### config.mk
export PLATFORM = sky130hd
export DESIGN_NAME = grqb_front_flat
export DESIGN_NICKNAME = d
export VERILOG_FILES = /design/src/design/grqb_pkg.sv /design/src/design/grqb_in_if.sv /design/src/design/grqb_front.sv /design/src/flat_wrapper.sv
export SDC_FILE = /design/constraint.sdc
export NUM_CORES = 1
export LEC_CHECK = 0
export BUFFER_PORTS_ARGS = -buffer_cell sky130_fd_sc_hd__buf_4
export CAP_MARGIN = 5
export CORE_ASPECT_RATIO = 0.9
export CORE_UTILIZATION = 39
export CTS_CLUSTER_SIZE = 10
export DETAILED_ROUTE_END_ITERATION = 8
export GPL_ROUTABILITY_DRIVEN = 0
export GPL_TIMING_DRIVEN = 0
export PLACE_DENSITY = 0.76
export REMOVE_ABC_BUFFERS = 1
export SYNTH_ARGS = -nofsm -noshare
export SYNTH_HDL_FRONTEND = slang
export SYNTH_SLANG_ARGS = --single-unit
### constraint.sdc
create_clock -name clk -period 1.33 [get_ports clk]
set_clock_uncertainty 0.2 [all_clocks]
set_input_delay 0.266 -clock clk [delete_from_list [all_inputs] [get_ports clk]]
set_output_delay 0.266 -clock clk [all_outputs]
set_load 0.02 [all_outputs]
### src/design/grqb_pkg.sv
package grqb_pkg;

  localparam int QUEUE_DEPTH_DEF  = 1024;
  localparam int TASK_ID_BITS_DEF = 16;

  localparam int ID_W     = 16;
  localparam int ACTION_W = 2;
  localparam int LIMIT_W  = 8;
  localparam int PROCS_W  = 9;
  localparam int CAP_W    = 8;
  localparam int QCOUNT_W = 11;

  // largest batch and the width that holds it
  localparam int MAX_BATCH = 64;
  localparam int BATCH_W   = 7;

  localparam logic [ACTION_W-1:0] ACT_PUT_TAIL = 2'd0;
  localparam logic [ACTION_W-1:0] ACT_PUT_HEAD = 2'd1;

  localparam logic CFG_NUM_PROCS = 1'b0;
  localparam logic CFG_LOCAL_CAP = 1'b1;

  localparam logic [PROCS_W-1:0] NUM_PROCS_RST = 9'd1;
  localparam logic [CAP_W-1:0]   LOCAL_CAP_RST = 8'd64;

  typedef enum logic [1:0] {
    OP_PUT_TAIL,
    OP_PUT_HEAD,
    OP_GET
  } op_t;

  typedef struct packed {
    op_t               op;
    logic [ID_W-1:0]   task_id;
    logic [LIMIT_W-1:0] limit;
  } cmd_t;

  typedef struct packed {
    logic [PROCS_W-1:0] num_procs;
    logic [CAP_W-1:0]   local_cap;
  } cfg_t;

  typedef enum logic [2:0] {
    BK_IDLE,
    BK_ONE,
    BK_DIV,
    BK_SIZE,
    BK_RD,
    BK_OUT
  } bk_state_t;

endpackage

### src/design/grqb_in_if.sv
interface grqb_in_if;
  logic                              valid;
  logic                              ready;
  logic [grqb_pkg::ACTION_W-1:0]     action;
  logic [grqb_pkg::ID_W-1:0]         task_id;
  logic [grqb_pkg::LIMIT_W-1:0]      batch_limit;

  modport source (output valid, action, task_id, batch_limit, input ready);
  modport sink   (input valid, action, task_id, batch_limit, output ready);
endinterface

### src/design/grqb_front.sv
module grqb_front (
  input  logic              clk,
  input  logic              rst_n,
  grqb_in_if.sink           in_ch,
  output logic              cmd_valid,
  input  logic              cmd_ready,
  output grqb_pkg::cmd_t    cmd
);

  logic           v_r, v_nxt;
  grqb_pkg::cmd_t cmd_r, cmd_nxt;
  logic           accept;

  assign in_ch.ready = !v_r || cmd_ready;
  assign accept      = in_ch.valid && in_ch.ready;
  assign cmd_valid   = v_r;
  assign cmd         = cmd_r;

  always_comb begin
    v_nxt   = v_r;
    cmd_nxt = cmd_r;
    if (accept) begin
      v_nxt           = 1'b1;
      cmd_nxt.task_id = in_ch.task_id;
      cmd_nxt.limit   = in_ch.batch_limit;
      // actions 2 and 3 fall through to a batch get
      unique case (in_ch.action)
        grqb_pkg::ACT_PUT_TAIL: cmd_nxt.op = grqb_pkg::OP_PUT_TAIL;
        grqb_pkg::ACT_PUT_HEAD: cmd_nxt.op = grqb_pkg::OP_PUT_HEAD;
        default:                cmd_nxt.op = grqb_pkg::OP_GET;
      endcase
    end else if (cmd_ready) begin
      v_nxt = 1'b0;
    end
  end

  always_ff @(posedge clk) begin
    if (!rst_n) begin
      v_r <= 1'b0;
    end else begin
      v_r <= v_nxt;
    end
    cmd_r <= cmd_nxt;
  end

endmodule

### src/flat_wrapper.sv
// flat-port wrapper written by rule: the top's interface ports become plain ports
module grqb_front_flat 
  (clk, rst_n, cmd_valid, cmd_ready, cmd, in_ch_valid, in_ch_action, in_ch_task_id, in_ch_batch_limit, in_ch_ready);
  grqb_in_if in_ch_i ();
  input  logic clk;
  input  logic rst_n;
  output logic cmd_valid;
  input  logic cmd_ready;
  output grqb_pkg::cmd_t cmd;
  input wire logic [$bits(in_ch_i.valid)-1:0] in_ch_valid;
  input wire logic [$bits(in_ch_i.action)-1:0] in_ch_action;
  input wire logic [$bits(in_ch_i.task_id)-1:0] in_ch_task_id;
  input wire logic [$bits(in_ch_i.batch_limit)-1:0] in_ch_batch_limit;
  output wire logic [$bits(in_ch_i.ready)-1:0] in_ch_ready;
  assign in_ch_i.valid = in_ch_valid;
  assign in_ch_i.action = in_ch_action;
  assign in_ch_i.task_id = in_ch_task_id;
  assign in_ch_i.batch_limit = in_ch_batch_limit;
  assign in_ch_ready = in_ch_i.ready;
  grqb_front u_core (.clk(clk), .rst_n(rst_n), .in_ch(in_ch_i), .cmd_valid(cmd_valid), .cmd_ready(cmd_ready), .cmd(cmd));
endmodule
Word-level counts from Yosys, hierarchy flattened:

Cells that the tools add are included.

* bits in latches: 0
* bits in writable memories: 0
* bits of input ports: 30
* output and inout port bits: 28
* memories: 0
* bits in registers: 27
* memory bits (read-only): 0

* equal/unequal tests: 1
* mux-type cells: 3
* $mul: 0
* $add $sub $neg: 0
* bitwise operators: 0
* div/mod/pow operators: 0
* reductions and logical operators: 5
* shifts and indexed selects: 0
* $lt $le $gt $ge: 0

Operators with widths (count)
* 2-bit case mux with 2 select lines: 1
* 2-bit by 1-bit equality test with 1-bit output, second input constant: 1
* 2-bit logical NOT: 1
* 1-bit 2-to-1 mux: 2
* 2-bit nonzero test: 1
* 1-bit logical AND: 1
* 1-bit logical NOT: 1
* 1-bit logical OR: 1

Depth between registers and ports, before layout:

* depth in word-level cells: 4
* depth in mapped cells: 2
* depth with buffers taken out: 2

Least setup slack after synthesis:

OpenSTA, ideal clock, no wires.

* path type: register to register
* from: reg u_core.v_r (netlist: u_core.cmd_valid)
* to: reg u_core.cmd_r, in the netlist u_core.cmd[0], enable pin
* library setup time: 0.329 ns
* path buffers: 0
* data required time: 0.801 ns
* data arrival time: 0.836 ns
* stages on the path, launching flop included: 3
* slack: -0.035 ns
* period minus slack after synthesis: 1.365 ns
* cell sequence: dfxtp_1 -> nand2b_4 -> and2_4

* word-level cells in the longest chain between the ends: 3

Ends and longest elaborated chain
* start: declaration: RTL line grqb_front.sv:10 `logic v_r, v_nxt;`
* start signal: assignment: RTL line grqb_front.sv:41 `v_r <= v_nxt;`
* 1-bit logical NOT: RTL line grqb_front.sv:14 `assign in_ch.ready = !v_r || cmd_ready;`
* 1-bit logical OR: RTL line grqb_front.sv:14
* via in_ch_ready: RTL line flat_wrapper.sv:14 `output wire logic [$bits(in_ch_i.ready)-1:0] in_ch_ready;`
* 1-bit logical AND: RTL line grqb_front.sv:15 `assign accept = in_ch.valid && in_ch.ready;`
* via u_core.accept: RTL line grqb_front.sv:12 `logic accept;`
* end signal: assignment: RTL line grqb_front.sv:43 `cmd_r <= cmd_nxt;`
* end: declaration: RTL line grqb_front.sv:11 `grqb_pkg::cmd_t cmd_r, cmd_nxt;`

The timed path passes the listed nets, and every way through them passes these cells.
A chain may end at the register's enable or synchronous reset.

Worst setup path in the final report:

* from: reg u_core.cmd_r, in the netlist u_core.cmd[16]
* to: out cmd[16] (netlist bit)

RTL lines
* end: declaration: RTL line flat_wrapper.sv:9 `output grqb_pkg::cmd_t cmd;`

No word-level cell between the ends.

==> reports/results.txt <==
layout cells sized above 1: 0.541
crit-path max cell delay: 0.43 ns
MaxCap Viol Count: 0
first-pass GRT wire length: 3.05 mm
Crit Path Class: register to output port
WP buf/inv: 1
hold path cells: 2
post-route worst setup slack: -0.0371 ns
synth top area cells: edfxtp_1 (92%), dfxtp_1 (2.4%), nand2b_4 (1.6%)
Max Fclk: 731 MHz
final hold slack: 0.0838 ns
antenna cells: 0
clk sinks: 27
Total GRT Usage: 0.191
Hold Vio Cnt, Final: 0
fin crit period: 1.37 ns
synth unique cells: 8
Yosys top cell area share: 0.920
initial drt markers: 5
Via-to-Cell Ratio: 4.35
hold wc startpoint: in_ch_action[0]
Mapped Area: 848 µm²
Post-synth EDFFs: 26
maximum clock path buffer count: 2
nets: 153
pwr/cell area: 982 nW/µm²
initial antenna violation count: 0
Crit-path slowest cell: edfxtp_1
core area: 1990 µm²
Final Cell Area: 1720 µm²
CTS H-tree depth: 1
worst hold-check path type: input pin to register
Die ar.: 2370 µm²
Core Rows: 15
status: finished with violations
cell with the most instances after synthesis: edfxtp_1
Area Growth Syn to Fin: 103%
largest area contributor in the synthesized netlist: edfxtp_1
Root Buffer: clkbuf_4
unrepaired setup endpoints after global routing: true
Area after DPL: 1300 µm²
Pwr Total: 1.69 mW
CP required: 0.86 ns
vias in the first global route: 661
delay-heaviest family, CP: flip-flops
pin count of the biggest net entering global routing: 27
Peak supply drop: 0.869 mV
Main synth FF type: edfxtp_1
reg-to-reg slack, setup: -0.01 ns
post-route setup TNS: -0.301 ns
R2R cell count: 2
grt ovf: 0
violated checks: negative setup slack
cts bufs inserted: 3
R2R Path Start: u_core.cmd_valid
ANT nets after route: 0
Ports: 58
Warnings, synthesis: 0
# DRC: 0
Slew HR: 0.777
crit-path cells: buf_6
Initial Util: 0.426
number of synthesized register bits: 27
per-cell routed wire length: 15.3 µm
CP Launch Type: register
TritonRoute pass-1 iters: 4
die outline width: 51.2 µm
worst flop-to-flop path endpoint: u_core.cmd[3]
Mapped Cells: 33
max-slew violations: 0
Util after Layout: 0.865
DR vias: 639
CTS tree: built
Crit Path Max Fanout: 1
Seq/Total Area, Yosys: 0.944
Clock Latency Late Sink: 0.31 ns
crit path capture type: output port
Final period util: 1.03
syn_area_per_cell: 25.7 µm²
Port Buffer Count: 57
Reg clk slew, reported paths: 0.14 ns
Static Leak: 0.728 nW
final setup violation count: 25
worst hold endpoint: u_core.cmd[24]
Worst-Margin Slew: 0.334 ns
Die H: 46.2 µm
ys async rst share: 0
DRT Wirelength: 2.25 mm
Worst EP arrival: 0.90 ns
[layer usage]
| layer | track usage | share of wire |
|---|---|---|
| met1 | 0.202 | 0.35 |
| met2 | 0.389 | 0.61 |
| met3 | 0.0462 | 0.038 |
| met4 | 0.0333 | 0 |
| met5 | 0 | 0 |
[worst register-to-register path, delay by kind of cell (launching register included)]
kind	cells	cell delay, ns
DFF	1	0.38
and+or+nand+nor	2	0.44
[power by group]
group	switching [mW]	leakage (nW)	total (mW)	internal, mW
logic	0.133	0.452	0.334	0.201
clock network	0.223	0.0150	0.340	0.117
registers	0.0243	0.261	1.02	0.991
total	0.380	0.728	1.69	1.31
[stage by stage]
| step | cells | setup WS [ns] |
|---|---|---|
| finish | 147 | -0.0371 |
| global placement | 114 | -0.0309 |
| global route | 147 | -0.0665 |
| CTS | 146 | -0.0390 |
| floorplan | 32 | -0.0353 |
| detailed placement | 114 | -0.0592 |
[repair_timing]
action,CTS,global route
pin swaps,0,1
hold buffers,27,0
gates resized for setup,26,3
buffers inserted,1,1
hold endpoints to repair,26,0
setup endpoints to repair,53,54
[cell usage in the layout (no fill, tap or decap)]
master,instances
a21boi_2,1
and2_4,1
buf_4,32
buf_6,27
clkbuf_1,1
clkbuf_4,3
dfxtp_4,1
dlygate4sd3_1,27
edfxtp_1,26
inv_1,1
nand2b_4,1
nor2b_1,1
[how the worst max path moves through the flow]
stage	start	to	slack, ns	cells after the start
after floorplan	u_core.cmd_valid	u_core.cmd[0]	-0.04	2
after global placement	cmd_ready	u_core.cmd[21]	-0.03	3
after detailed placement	cmd_ready	u_core.cmd[11]	-0.06	3
after CTS	u_core.cmd[21]	cmd[21]	-0.04	1
after global routing	u_core.cmd[16]	cmd[16]	-0.07	1
final	u_core.cmd[16]	cmd[16]	-0.04	1
[area by class of cell]
cell class | instances | area, µm²
sequential | 27 | 805
multi-input combinational | 4 | 40.0
tap | 25 | 31.3
fill | 98 | 269
clock buffer | 4 | 26.3
timing repair buffer | 86 | 815
inverter | 1 | 3.75
[cells by family (layout without fill, tap and decap cells)]
group / after synthesis / after routing / synth area share
flip-flops: 27 / 27 / 0.944
AND/OR/NAND/NOR: 3 / 3 / 0.0339
buffers and inverters: 2 / 91 / 0.00884
AO/OA/AOI/OAI: 1 / 1 / 0.0133
[flip-flops by register name (all words and copies together), names as in the netlist]
| signal | cells |
|---|---|
| u_core.cmd | 26 |
| u_core.cmd_valid | 1 |
Note: power is estimated with default switching activity, not from simulation.
