$ cat src/design/grqb_pkg.sv
package grqb_pkg;

  localparam int QUEUE_DEPTH_DEF  = 1024;
  localparam int TASK_ID_BITS_DEF = 16;

  localparam int ID_W     = 16;
  localparam int ACTION_W = 2;
  localparam int LIMIT_W  = 8;
  localparam int PROCS_W  = 9;
  localparam int CAP_W    = 8;
  localparam int QCOUNT_W = 11;

  // largest batch and the width that holds it
  localparam int MAX_BATCH = 64;
  localparam int BATCH_W   = 7;

  localparam logic [ACTION_W-1:0] ACT_PUT_TAIL = 2'd0;
  localparam logic [ACTION_W-1:0] ACT_PUT_HEAD = 2'd1;

  localparam logic CFG_NUM_PROCS = 1'b0;
  localparam logic CFG_LOCAL_CAP = 1'b1;

  localparam logic [PROCS_W-1:0] NUM_PROCS_RST = 9'd1;
  localparam logic [CAP_W-1:0]   LOCAL_CAP_RST = 8'd64;

  typedef enum logic [1:0] {
    OP_PUT_TAIL,
    OP_PUT_HEAD,
    OP_GET
  } op_t;

  typedef struct packed {
    op_t               op;
    logic [ID_W-1:0]   task_id;
    logic [LIMIT_W-1:0] limit;
  } cmd_t;

  typedef struct packed {
    logic [PROCS_W-1:0] num_procs;
    logic [CAP_W-1:0]   local_cap;
  } cfg_t;

  typedef enum logic [2:0] {
    BK_IDLE,
    BK_ONE,
    BK_DIV,
    BK_SIZE,
    BK_RD,
    BK_OUT
  } bk_state_t;

endpackage

$ cat src/design/grqb_cmdq.sv
module grqb_cmdq (
  input  logic              clk,
  input  logic              rst_n,
  input  logic              push_valid,
  output logic              push_ready,
  input  grqb_pkg::cmd_t    push_data,
  output logic              pop_valid,
  input  logic              pop_ready,
  output grqb_pkg::cmd_t    pop_data
);

  grqb_pkg::cmd_t ent_r [2];
  logic           wp_r, rp_r;
  logic [1:0]     cnt_r;
  logic           push, pop;

  assign push_ready = (cnt_r != 2'd2);
  assign pop_valid  = (cnt_r != 2'd0);
  assign pop_data   = ent_r[rp_r];
  assign push       = push_valid && push_ready;
  assign pop        = pop_valid && pop_ready;

  always_ff @(posedge clk) begin
    if (!rst_n) begin
      wp_r  <= 1'b0;
      rp_r  <= 1'b0;
      cnt_r <= 2'd0;
    end else begin
      if (push) wp_r <= !wp_r;
      if (pop)  rp_r <= !rp_r;
      cnt_r <= cnt_r + {1'b0, push} - {1'b0, pop};
    end
    if (push) ent_r[wp_r] <= push_data;
  end

endmodule

$ cat config.mk
export PLATFORM = sky130hd
export DESIGN_NAME = grqb_cmdq
export DESIGN_NICKNAME = d
export VERILOG_FILES = /design/src/design/grqb_pkg.sv /design/src/design/grqb_cmdq.sv
export SDC_FILE = /design/constraint.sdc
export NUM_CORES = 1
export LEC_CHECK = 0
export ABC_CLOCK_PERIOD_IN_PS = 5300
export BUFFER_PORTS_ARGS = -buffer_cell sky130_fd_sc_hd__clkbuf_2
export CORE_MARGIN = 5
export CORE_UTILIZATION = 55
export DETAILED_ROUTE_END_ITERATION = 8
export GPL_TIMING_DRIVEN = 0
export PLACE_DENSITY = 0.8
export SLEW_MARGIN = 20
export SYNTH_ARGS = -nofsm -noshare
export SYNTH_HDL_FRONTEND = slang
export SYNTH_SLANG_ARGS = --single-unit
$ cat constraint.sdc
create_clock -name clk -period 5.3 [get_ports clk]
set_clock_uncertainty 0.05 [all_clocks]
set_input_delay 0.265 -clock clk [delete_from_list [all_inputs] [get_ports clk]]
set_output_delay 0.265 -clock clk [all_outputs]
set_load 0.02 [all_outputs]
# ---- Word-level counts from Yosys, hierarchy flattened
# Memory sizes are Yosys's and may differ from the RTL's. A register that Yosys moved wholly into a read port is not among the register bits.
# Index checks and enable logic that the tools add are counted.
dict set report totals {
  n_memories 1
  in_bits 30
  output_inout_bits 28
  reg_bits 4
  ramBits 52
  word_cells 16
}
dict set report classes {
  add_sub_neg 2
  n_mux 4
  n_reduce_logical 5
  eq_ne 1
}
# name depth word_bits read_ports rd_clocked_by_memory_dff wr line_no
set memory_table {}
lappend memory_table {ent_r 2 26 1 1 1 grqb_cmdq.sv:12} ;# grqb_pkg::cmd_t ent_r [2];
# operator count
set op_table {}
lappend op_table {{two-way mux 1 bit} 4}
lappend op_table {{adder 2 x 1 -> 2 bit} 1}
lappend op_table {{logical AND 1 bit} 2}
lappend op_table {{logical NOT 1 bit} 2}
lappend op_table {{inequality test 2 bit, second input constant} 1}
lappend op_table {{nonzero test 2 bit} 1}
lappend op_table {{subtractor 2 x 1 -> 2 bit} 1}

# ---- Logic depth before layout (Yosys ltp)
# Gate-level depths: netlist (run 1).
dict set report logic_depth {
  word_depth 4
  depth_mapped 6
  mapped_depth_nobuf 6
}

# ---- Worst setup path after synthesis (run 1)
# No wires, ideal clock.
dict set report synth_path {
  path_type {reg2reg}
  from {register cnt_r[0]}
  to {memory ent_r[1][0] (netlist name), enable pin}
  required_ns 4.865
  setup_ns 0.385
  t_arrival_ns 1.426
  slack_ns 3.439
  path_buffers 0
  period_less_slack_ns 1.861
  stages_incl_launch_ff 3
  cell_sequence {dfxtp_1 nand2b_1 and3_1}
}
dict set report synth_between {
  elab_chain_cells 4
}
# item line_no
set synth_rtl {}
lappend synth_rtl {{from (decl)} grqb_cmdq.sv:14} ;# logic [1:0] cnt_r;
lappend synth_rtl {{from (signal assigned)} grqb_cmdq.sv:31} ;# cnt_r <= cnt_r + {1'b0, push} - {1'b0, pop};
lappend synth_rtl {{inequality test 2 bit} grqb_cmdq.sv:17} ;# assign push_ready = (cnt_r != 2'd2);
lappend synth_rtl {{named net push_ready} grqb_cmdq.sv:5} ;# output logic push_ready,
lappend synth_rtl {{logical AND 1 bit} grqb_cmdq.sv:20} ;# assign push = push_valid && push_ready;
lappend synth_rtl {{two-way mux 1 bit} grqb_cmdq.sv:33} ;# if (push) ent_r[wp_r] <= push_data;
lappend synth_rtl {{two-way mux 1 bit (implied by the code)} grqb_cmdq.sv:33}
lappend synth_rtl {{to (decl)} grqb_cmdq.sv:12}
# The timed path passes the listed nets, and every way through them passes these cells.

# ---- Worst setup path after layout (run 1)
dict set report layout_path {
  from {register cnt_r[0]}
  to {memory ent_r[0][15] (netlist name), enable pin}
}
dict set report layout_between {
  elab_chain_cells 4
}
# item line_no
set layout_rtl {}
lappend layout_rtl {{inequality test 2 bit} grqb_cmdq.sv:17}
lappend layout_rtl {{logical AND 1 bit} grqb_cmdq.sv:20}
lappend layout_rtl {{two-way mux 1 bit} grqb_cmdq.sv:33}
lappend layout_rtl {{two-way mux 1 bit (implied by the code)} grqb_cmdq.sv:33}
# No other way between the ends.

==> impl_metrics.yaml, run 1 <==
route:
  firstDrtPassIters: 4
  drt-total-wl_um: 3519
  drt_iter0_drc: 64
  wl_per_cell_um: 15.17
  ant_nets: 0
  post_drt_via_cell_ratio: 5.034
  route.detailed.drc: 0
  vias: 1168
pwr:
  power.leakage_nw: 1.045
  max-vdd-ir-drop_uv: 270.0
  power.density_nw_per_um2: 435.2
  power_mw: 1.151
cts:
  clock-root-buffer: "clkbuf_8"
  clk_latency_ps: 320
  clkSinkCount: 57
  post_cts_buffers: 0
  hold_buffers: 0
  cts_resized: 0
  htree_levels: 3
  path_clk_slew_ps: 60
  cts_tree: "yes"
  cts_made_buffers: 9
  cts_buffer_depth: 2
min_path:
  hp-class: "in2reg"
  holdPathStages: 1
finish:
  diodes: 0
  area_delta_synth_final_pct: 23.34
  fillers: 262
  fin_cells: 232
  fin_util_pct: 71.18
  drive_above_1_share_pct: 40.76
  fin_nets: 210
timing:
  setup_tns_ps: 0
  rsz0062_at_grt: "no"
  drv_slew: 0
  fin_ws_ps: 3345
  finalCritPeriodShare_pct: 36.89
  fmax_ghz: 0.5114
  fin_crit_ps: 1955
  worst_pin_slew_ps: 1011
  setup_viol: 0
  relSlewSlack_pct: 32.51
  final_hold_viol_count: 0
synthesis:
  netlist_area_um2: 2145
  syn-mean-instance-area_um2: 19.32
  ys_types: 25
  ys_ff_latch: 57
  synth_nets: 142
  synth_top_area_cell: "edfxtp_1"
  synth_area_leaders: "edfxtp_1, mux2_1, dfxtp_1"
  synth_cells: 111
  yosysWarnings: 0
  yosysSeqAreaShare_pct: 77.48
  synth_top_area_share_pct: 72.81
global_route:
  grt_antenna_before_repair: 0
  grt-ovfl-total: 0
  grt_first_pass_wirelength_um: 5713
  first_global_vias: 1282
  grt_max_degree: 27
  grtUsageTotal_pct: 15.27
floorplanning:
  fp.dieH_um: 72.45
  dieArea_um2: 5248
  core_um2: 3716
  placementRows: 22
  start_util_pct: 57.71
  die_w_um: 72.45
  io_pins: 58
placed_design:
  pre_cts_slack_ps: 3260
  gp_congestion: 0.7228
  dp_hpwl_um: 2436
  io_buffers: 57
  dp.cells: 216
worst_setup_path:
  worstPathMaxFanout: 26
  worstSetupPathType: "reg2reg"
  crit_path_top_delay_cell: "inv_1"
  cp-end-kind: "flip-flop"
  reg2regPathDepth: 3
  crit_chain: "nand2b_1, nand3b_1, inv_1"
  rrSetupSlack_ps: 3340
  slowest_delay_ps: 750
  cp.required_ps: 5190
  start_kind: "flip-flop"
  cp.arrival_ps: 1850
job:
  drv_cap: 0
outcome:
  outcome: "finished clean"
[where the power goes]
| part | internal [mW] | leakage, nW | switching, mW |
|---|---|---|---|
| Sequential | 0.548 | 0.528 | 0.0166 |
| Combinational | 0.105 | 0.435 | 0.165 |
| Clock | 0.164 | 0.0819 | 0.153 |
| Total | 0.816 | 1.04 | 0.335 |
[critical path, delay by kind of cell (launching register included)]
kind / cells / cell delay (ps)
buf+inv: 1 / 750
flops: 1 / 420
simple gates: 2 / 350
[state kept, by name, summed over array words and instances (netlist names), named ones only]
| register | cells |
|---|---|
| cnt_r | 2 |
| wp_r | 1 |
| ent_r | 52 |
| rp_r | 1 |
[path summary, 6_finish.rpt]
check	start	endpoint
worst max register to register	cnt_r[0]	ent_r[0][15]
worst min-delay path	push_data[12]	ent_r[1][12]
worst min register to register	rp_r	flip-flop
worst max-delay path	cnt_r[0]	ent_r[0][15]
[Yosys cell counts (all sizes together)]
cell / number
o31a: 1
nand3: 1
nor2b: 1
ha: 1
and3: 2
and2: 1
nor3: 1
inv: 2
a21bo: 1
o21ai: 2
edfxtp: 52
a21oi: 1
o21ba: 1
dfxtp: 5
nor2: 4
nand3b: 1
mux2: 26
nor4: 1
xor2: 1
nand2b: 1
buf: 3
or2: 1
nor4bb: 1
[cell families after synthesis]
kind of cell / synth area share [%]
AOI/OAI and AO/OA: 2.041
xor gates and xnor gates: 0.4085
adders and majority gates: 0.5833
buffers and inverters: 1.283
DFF: 77.48
muxes: 13.65
and+or+nand+nor: 4.552
[per-layer routing]
metal | wire (um) | track usage, % | part of all wire, % | vias up
met5 | 0 | 0 | 0 | -
met4 | 97 | 10.45 | 2.8 | 0
met3 | 277 | 5.263 | 7.9 | 7
met2 | 1817 | 26.29 | 52 | 42
met1 | 1327 | 15.43 | 38 | 553
li1 | - | - | - | 566
[layout make-up]
class | instances | area, um2 | share of cell area, %
multi-input combinational | 49 | 456.7 | 17.27
buffer | 3 | 20.02 | 0.7569
timing repair buffer | 57 | 285.3 | 10.79
sequential | 57 | 1662 | 62.82
tap | 48 | 60.06 | 2.271
clock inverter | 5 | 22.52 | 0.8515
clock buffer | 11 | 131.4 | 4.967
inverter | 2 | 7.507 | 0.2838
[through the flow]
| stage | cell area (um2) | hold WS (ps) |
|---|---|---|
| after floorplan | 2145 | 313.9 |
| after global placement | 2490 | 403.7 |
| after detailed placement | 2490 | 408.7 |
| after CTS | 2644 | 65.14 |
| after global routing | 2645 | 60.68 |
| final | 2645 | 79.70 |
[placed cells by master, fill, tap and decap left out, types with 2 or more instances in the layout]
master	n
inv_1	2
clkbuf_8	9
clkinv_1	2
clkbuf_2	57
clkbuf_1	2
buf_4	2
nor2_1	4
mux2_1	26
clkinv_2	3
dfxtp_1	5
edfxtp_1	52
No activity file was read; power rests on OpenSTA's default activity.
==> run 2, diff against run 1 <==
- ABC_CLOCK_PERIOD_IN_PS: 5300 -> 1770
- CORE_UTILIZATION: 55 -> 46
- PLACE_DENSITY: 0.8 -> 0.71
- clock period: 5.3 -> 1.77 ns (I/O delays scaled with it)
==> run 2 against run 1 <==
Net effect: non-clock buffer count increased by 28; flip-flop and latch count stayed put; core utilization decreased by 4.5 points; first-iteration DRC count grew 11%; sequential power increased to 3.0 times the previous value; global-route usage decreased by 0.62 points; count of clock-buffer cells in the layout shrank 1; via count rose by 11%; total power grew to 3.1 times the previous value; worst setup slack worse by 3300 ps; register-to-register slack got worse by 3200 ps.
==> impl_metrics.yaml, run 2 (synthesized netlist as in run 1, its figures left out) <==
timing:
  drv_slew: 0
  finalCritPeriodShare_pct: 95.76
  fmax_ghz: 0.5900
  setup_viol: 0
  relSlewSlack_pct: 75.81
  worst_pin_slew_ps: 362.8
  setup_tns_ps: 0
  fin_crit_ps: 1695
  final_hold_viol_count: 0
  fin_ws_ps: 75.09
  rsz0062_at_grt: "yes"
floorplanning:
  io_pins: 58
  die_w_um: 78.28
  start_util_pct: 48.25
  placementRows: 24
  fp.dieH_um: 78.28
  dieArea_um2: 6128
  core_um2: 4444
global_route:
  grtUsageTotal_pct: 14.64
  grt_max_degree: 27
  grt_antenna_before_repair: 0
  grt_first_pass_wirelength_um: 6568
  first_global_vias: 1439
  grt-ovfl-total: 0
pwr:
  max-vdd-ir-drop_uv: 674.5
  power.density_nw_per_um2: 1190
  power_mw: 3.529
  power.leakage_nw: 1.159
outcome:
  outcome: "finished clean"
placed_design:
  dpl_cell_area_um2: 2496
  gp_congestion: 0.7527
  dp.cells: 220
  pre_cts_slack_ps: -213.9
  dp_hpwl_um: 2604
  io_buffers: 57
worst_setup_path:
  crit_chain: "buf_2, buf_4, mux2_1, clkbuf_2"
  worstPathMaxFanout: 10
  cp.required_ps: 1630
  rrSetupSlack_ps: 160
  cp.arrival_ps: 1560
  start_kind: "flip-flop"
  slowest_delay_ps: 340
  cp-end-kind: "output pin"
  crit_path_top_delay_cell: "mux2_1"
  reg2regPathDepth: 3
  worstSetupPathType: "reg2out"
  timing.rr.end: "ent_r[0][5]"
  r2r_start: "cnt_r[0]"
finish:
  drive_above_1_share_pct: 37.56
  final_cell_mix: "clkbuf_2, edfxtp_1, dlygate4sd3_1"
  final_common_cell: "clkbuf_2"
  fin_area_um2: 2964
  largest_register: "ent_r"
  diodes: 0
  largest_register_ffs: 52
  largestRegisters: "ent_r x52, cnt_r x2"
  fin_nets: 239
  fin_cells: 265
  fillers: 326
  area_delta_synth_final_pct: 38.21
cts:
  clk_latency_ps: 320
  clock-root-buffer: "clkbuf_8"
  clkSinkCount: 57
  cts_buffer_depth: 2
  path_clk_slew_ps: 60
  cts_made_buffers: 9
  cts_tree: "yes"
  htree_levels: 3
route:
  drt_iter0_drc: 71
  route.detailed.drc: 0
  drt-total-wl_um: 4113
  firstDrtPassIters: 4
  wl_per_cell_um: 15.52
  ant_nets: 0
  post_drt_via_cell_ratio: 4.906
  vias: 1300
min_path:
  hp-start: "push_valid"
  holdPathEnd: "wp_r"
  holdPathStages: 3
  hp-class: "in2reg"
job:
  drv_cap: 0
run 2: cell count changes in the layout (fill, tap and decap cells not counted), sizes merged:
cell         before  now
inv               2    1
clkinv            5    6
clkinvlp          0    2
buf               3    4
clkbuf           68   67
dlygate4sd3       0   27
run 2: how the worst max path moves through the flow:
stage	startpoint	endpoint	slack [ps]	cells past startpoint
floorplan	cnt_r[0]	ent_r[0][0]	5	3
global placement	cnt_r[0]	ent_r[0][14]	-110	3
detailed placement	cnt_r[0]	ent_r[0][14]	-210	3
CTS	flip-flop	pop_data[14]	20	4
global route	flip-flop	pop_data[14]	-40	4
finish	flip-flop	pop_data[14]	80	4
run 2: layer usage:
layer | part of all wire (%) | GRT usage (%) | up-vias
met1 | 39 | 14.89 | 617
met4 | 4.5 | 12.06 | 0
li1 | - | - | 623
met3 | 4.6 | 4.805 | 17
met2 | 52 | 24.49 | 43
met5 | 0 | 0 | -
run 2: worst max-delay path, delay by kind of cell (launching register included):
| kind | cells | cell delay, ps |
|---|---|---|
| buffers and inverters | 3 | 590 |
| multiplexers | 1 | 340 |
| flip-flops | 1 | 300 |
run 2: final cells by class:
| cell class | instances | area [um2] | share of cell area, % |
|---|---|---|---|
| Timing Repair Buffer | 85 | 575.6 | 19.42 |
| Tap cell | 52 | 65.06 | 2.195 |
| Timing Repair inverter | 1 | 7.507 | 0.2533 |
| Clock buffer | 10 | 127.6 | 4.306 |
| Sequential cell | 57 | 1663 | 56.10 |
| Inverter | 2 | 11.26 | 0.3799 |
| Clock inverter | 6 | 25.02 | 0.8442 |
| Buffer | 3 | 20.02 | 0.6754 |
| Multi-Input combinational cell | 49 | 469.2 | 15.83 |
run 2: repair_timing:
action	CTS	global route
pin swaps	0	0
setup buffers	0	1
gates cloned	1	0
hold buffers	27	0
endpoints found under the setup margin	26	60
endpoints found under the hold margin	54	0
gates resized for setup	2	4
run 2: report_power, final:
part / total [mW] / internal, mW / switching [mW]
combinational: 0.904 / 0.377 / 0.527
clock: 0.934 / 0.483 / 0.451
sequential: 1.69 / 1.64 / 0.0517
run 2: metrics by stage:
stage | utilization [%] | hold WS [ps]
after floorplan | - | 137.4
after global placement | 56.17 | 227.3
after detailed placement | 56.17 | 232.8
after CTS | 65.93 | 102.5
after global routing | 66.69 | 132.4
final | 66.69 | 125.5
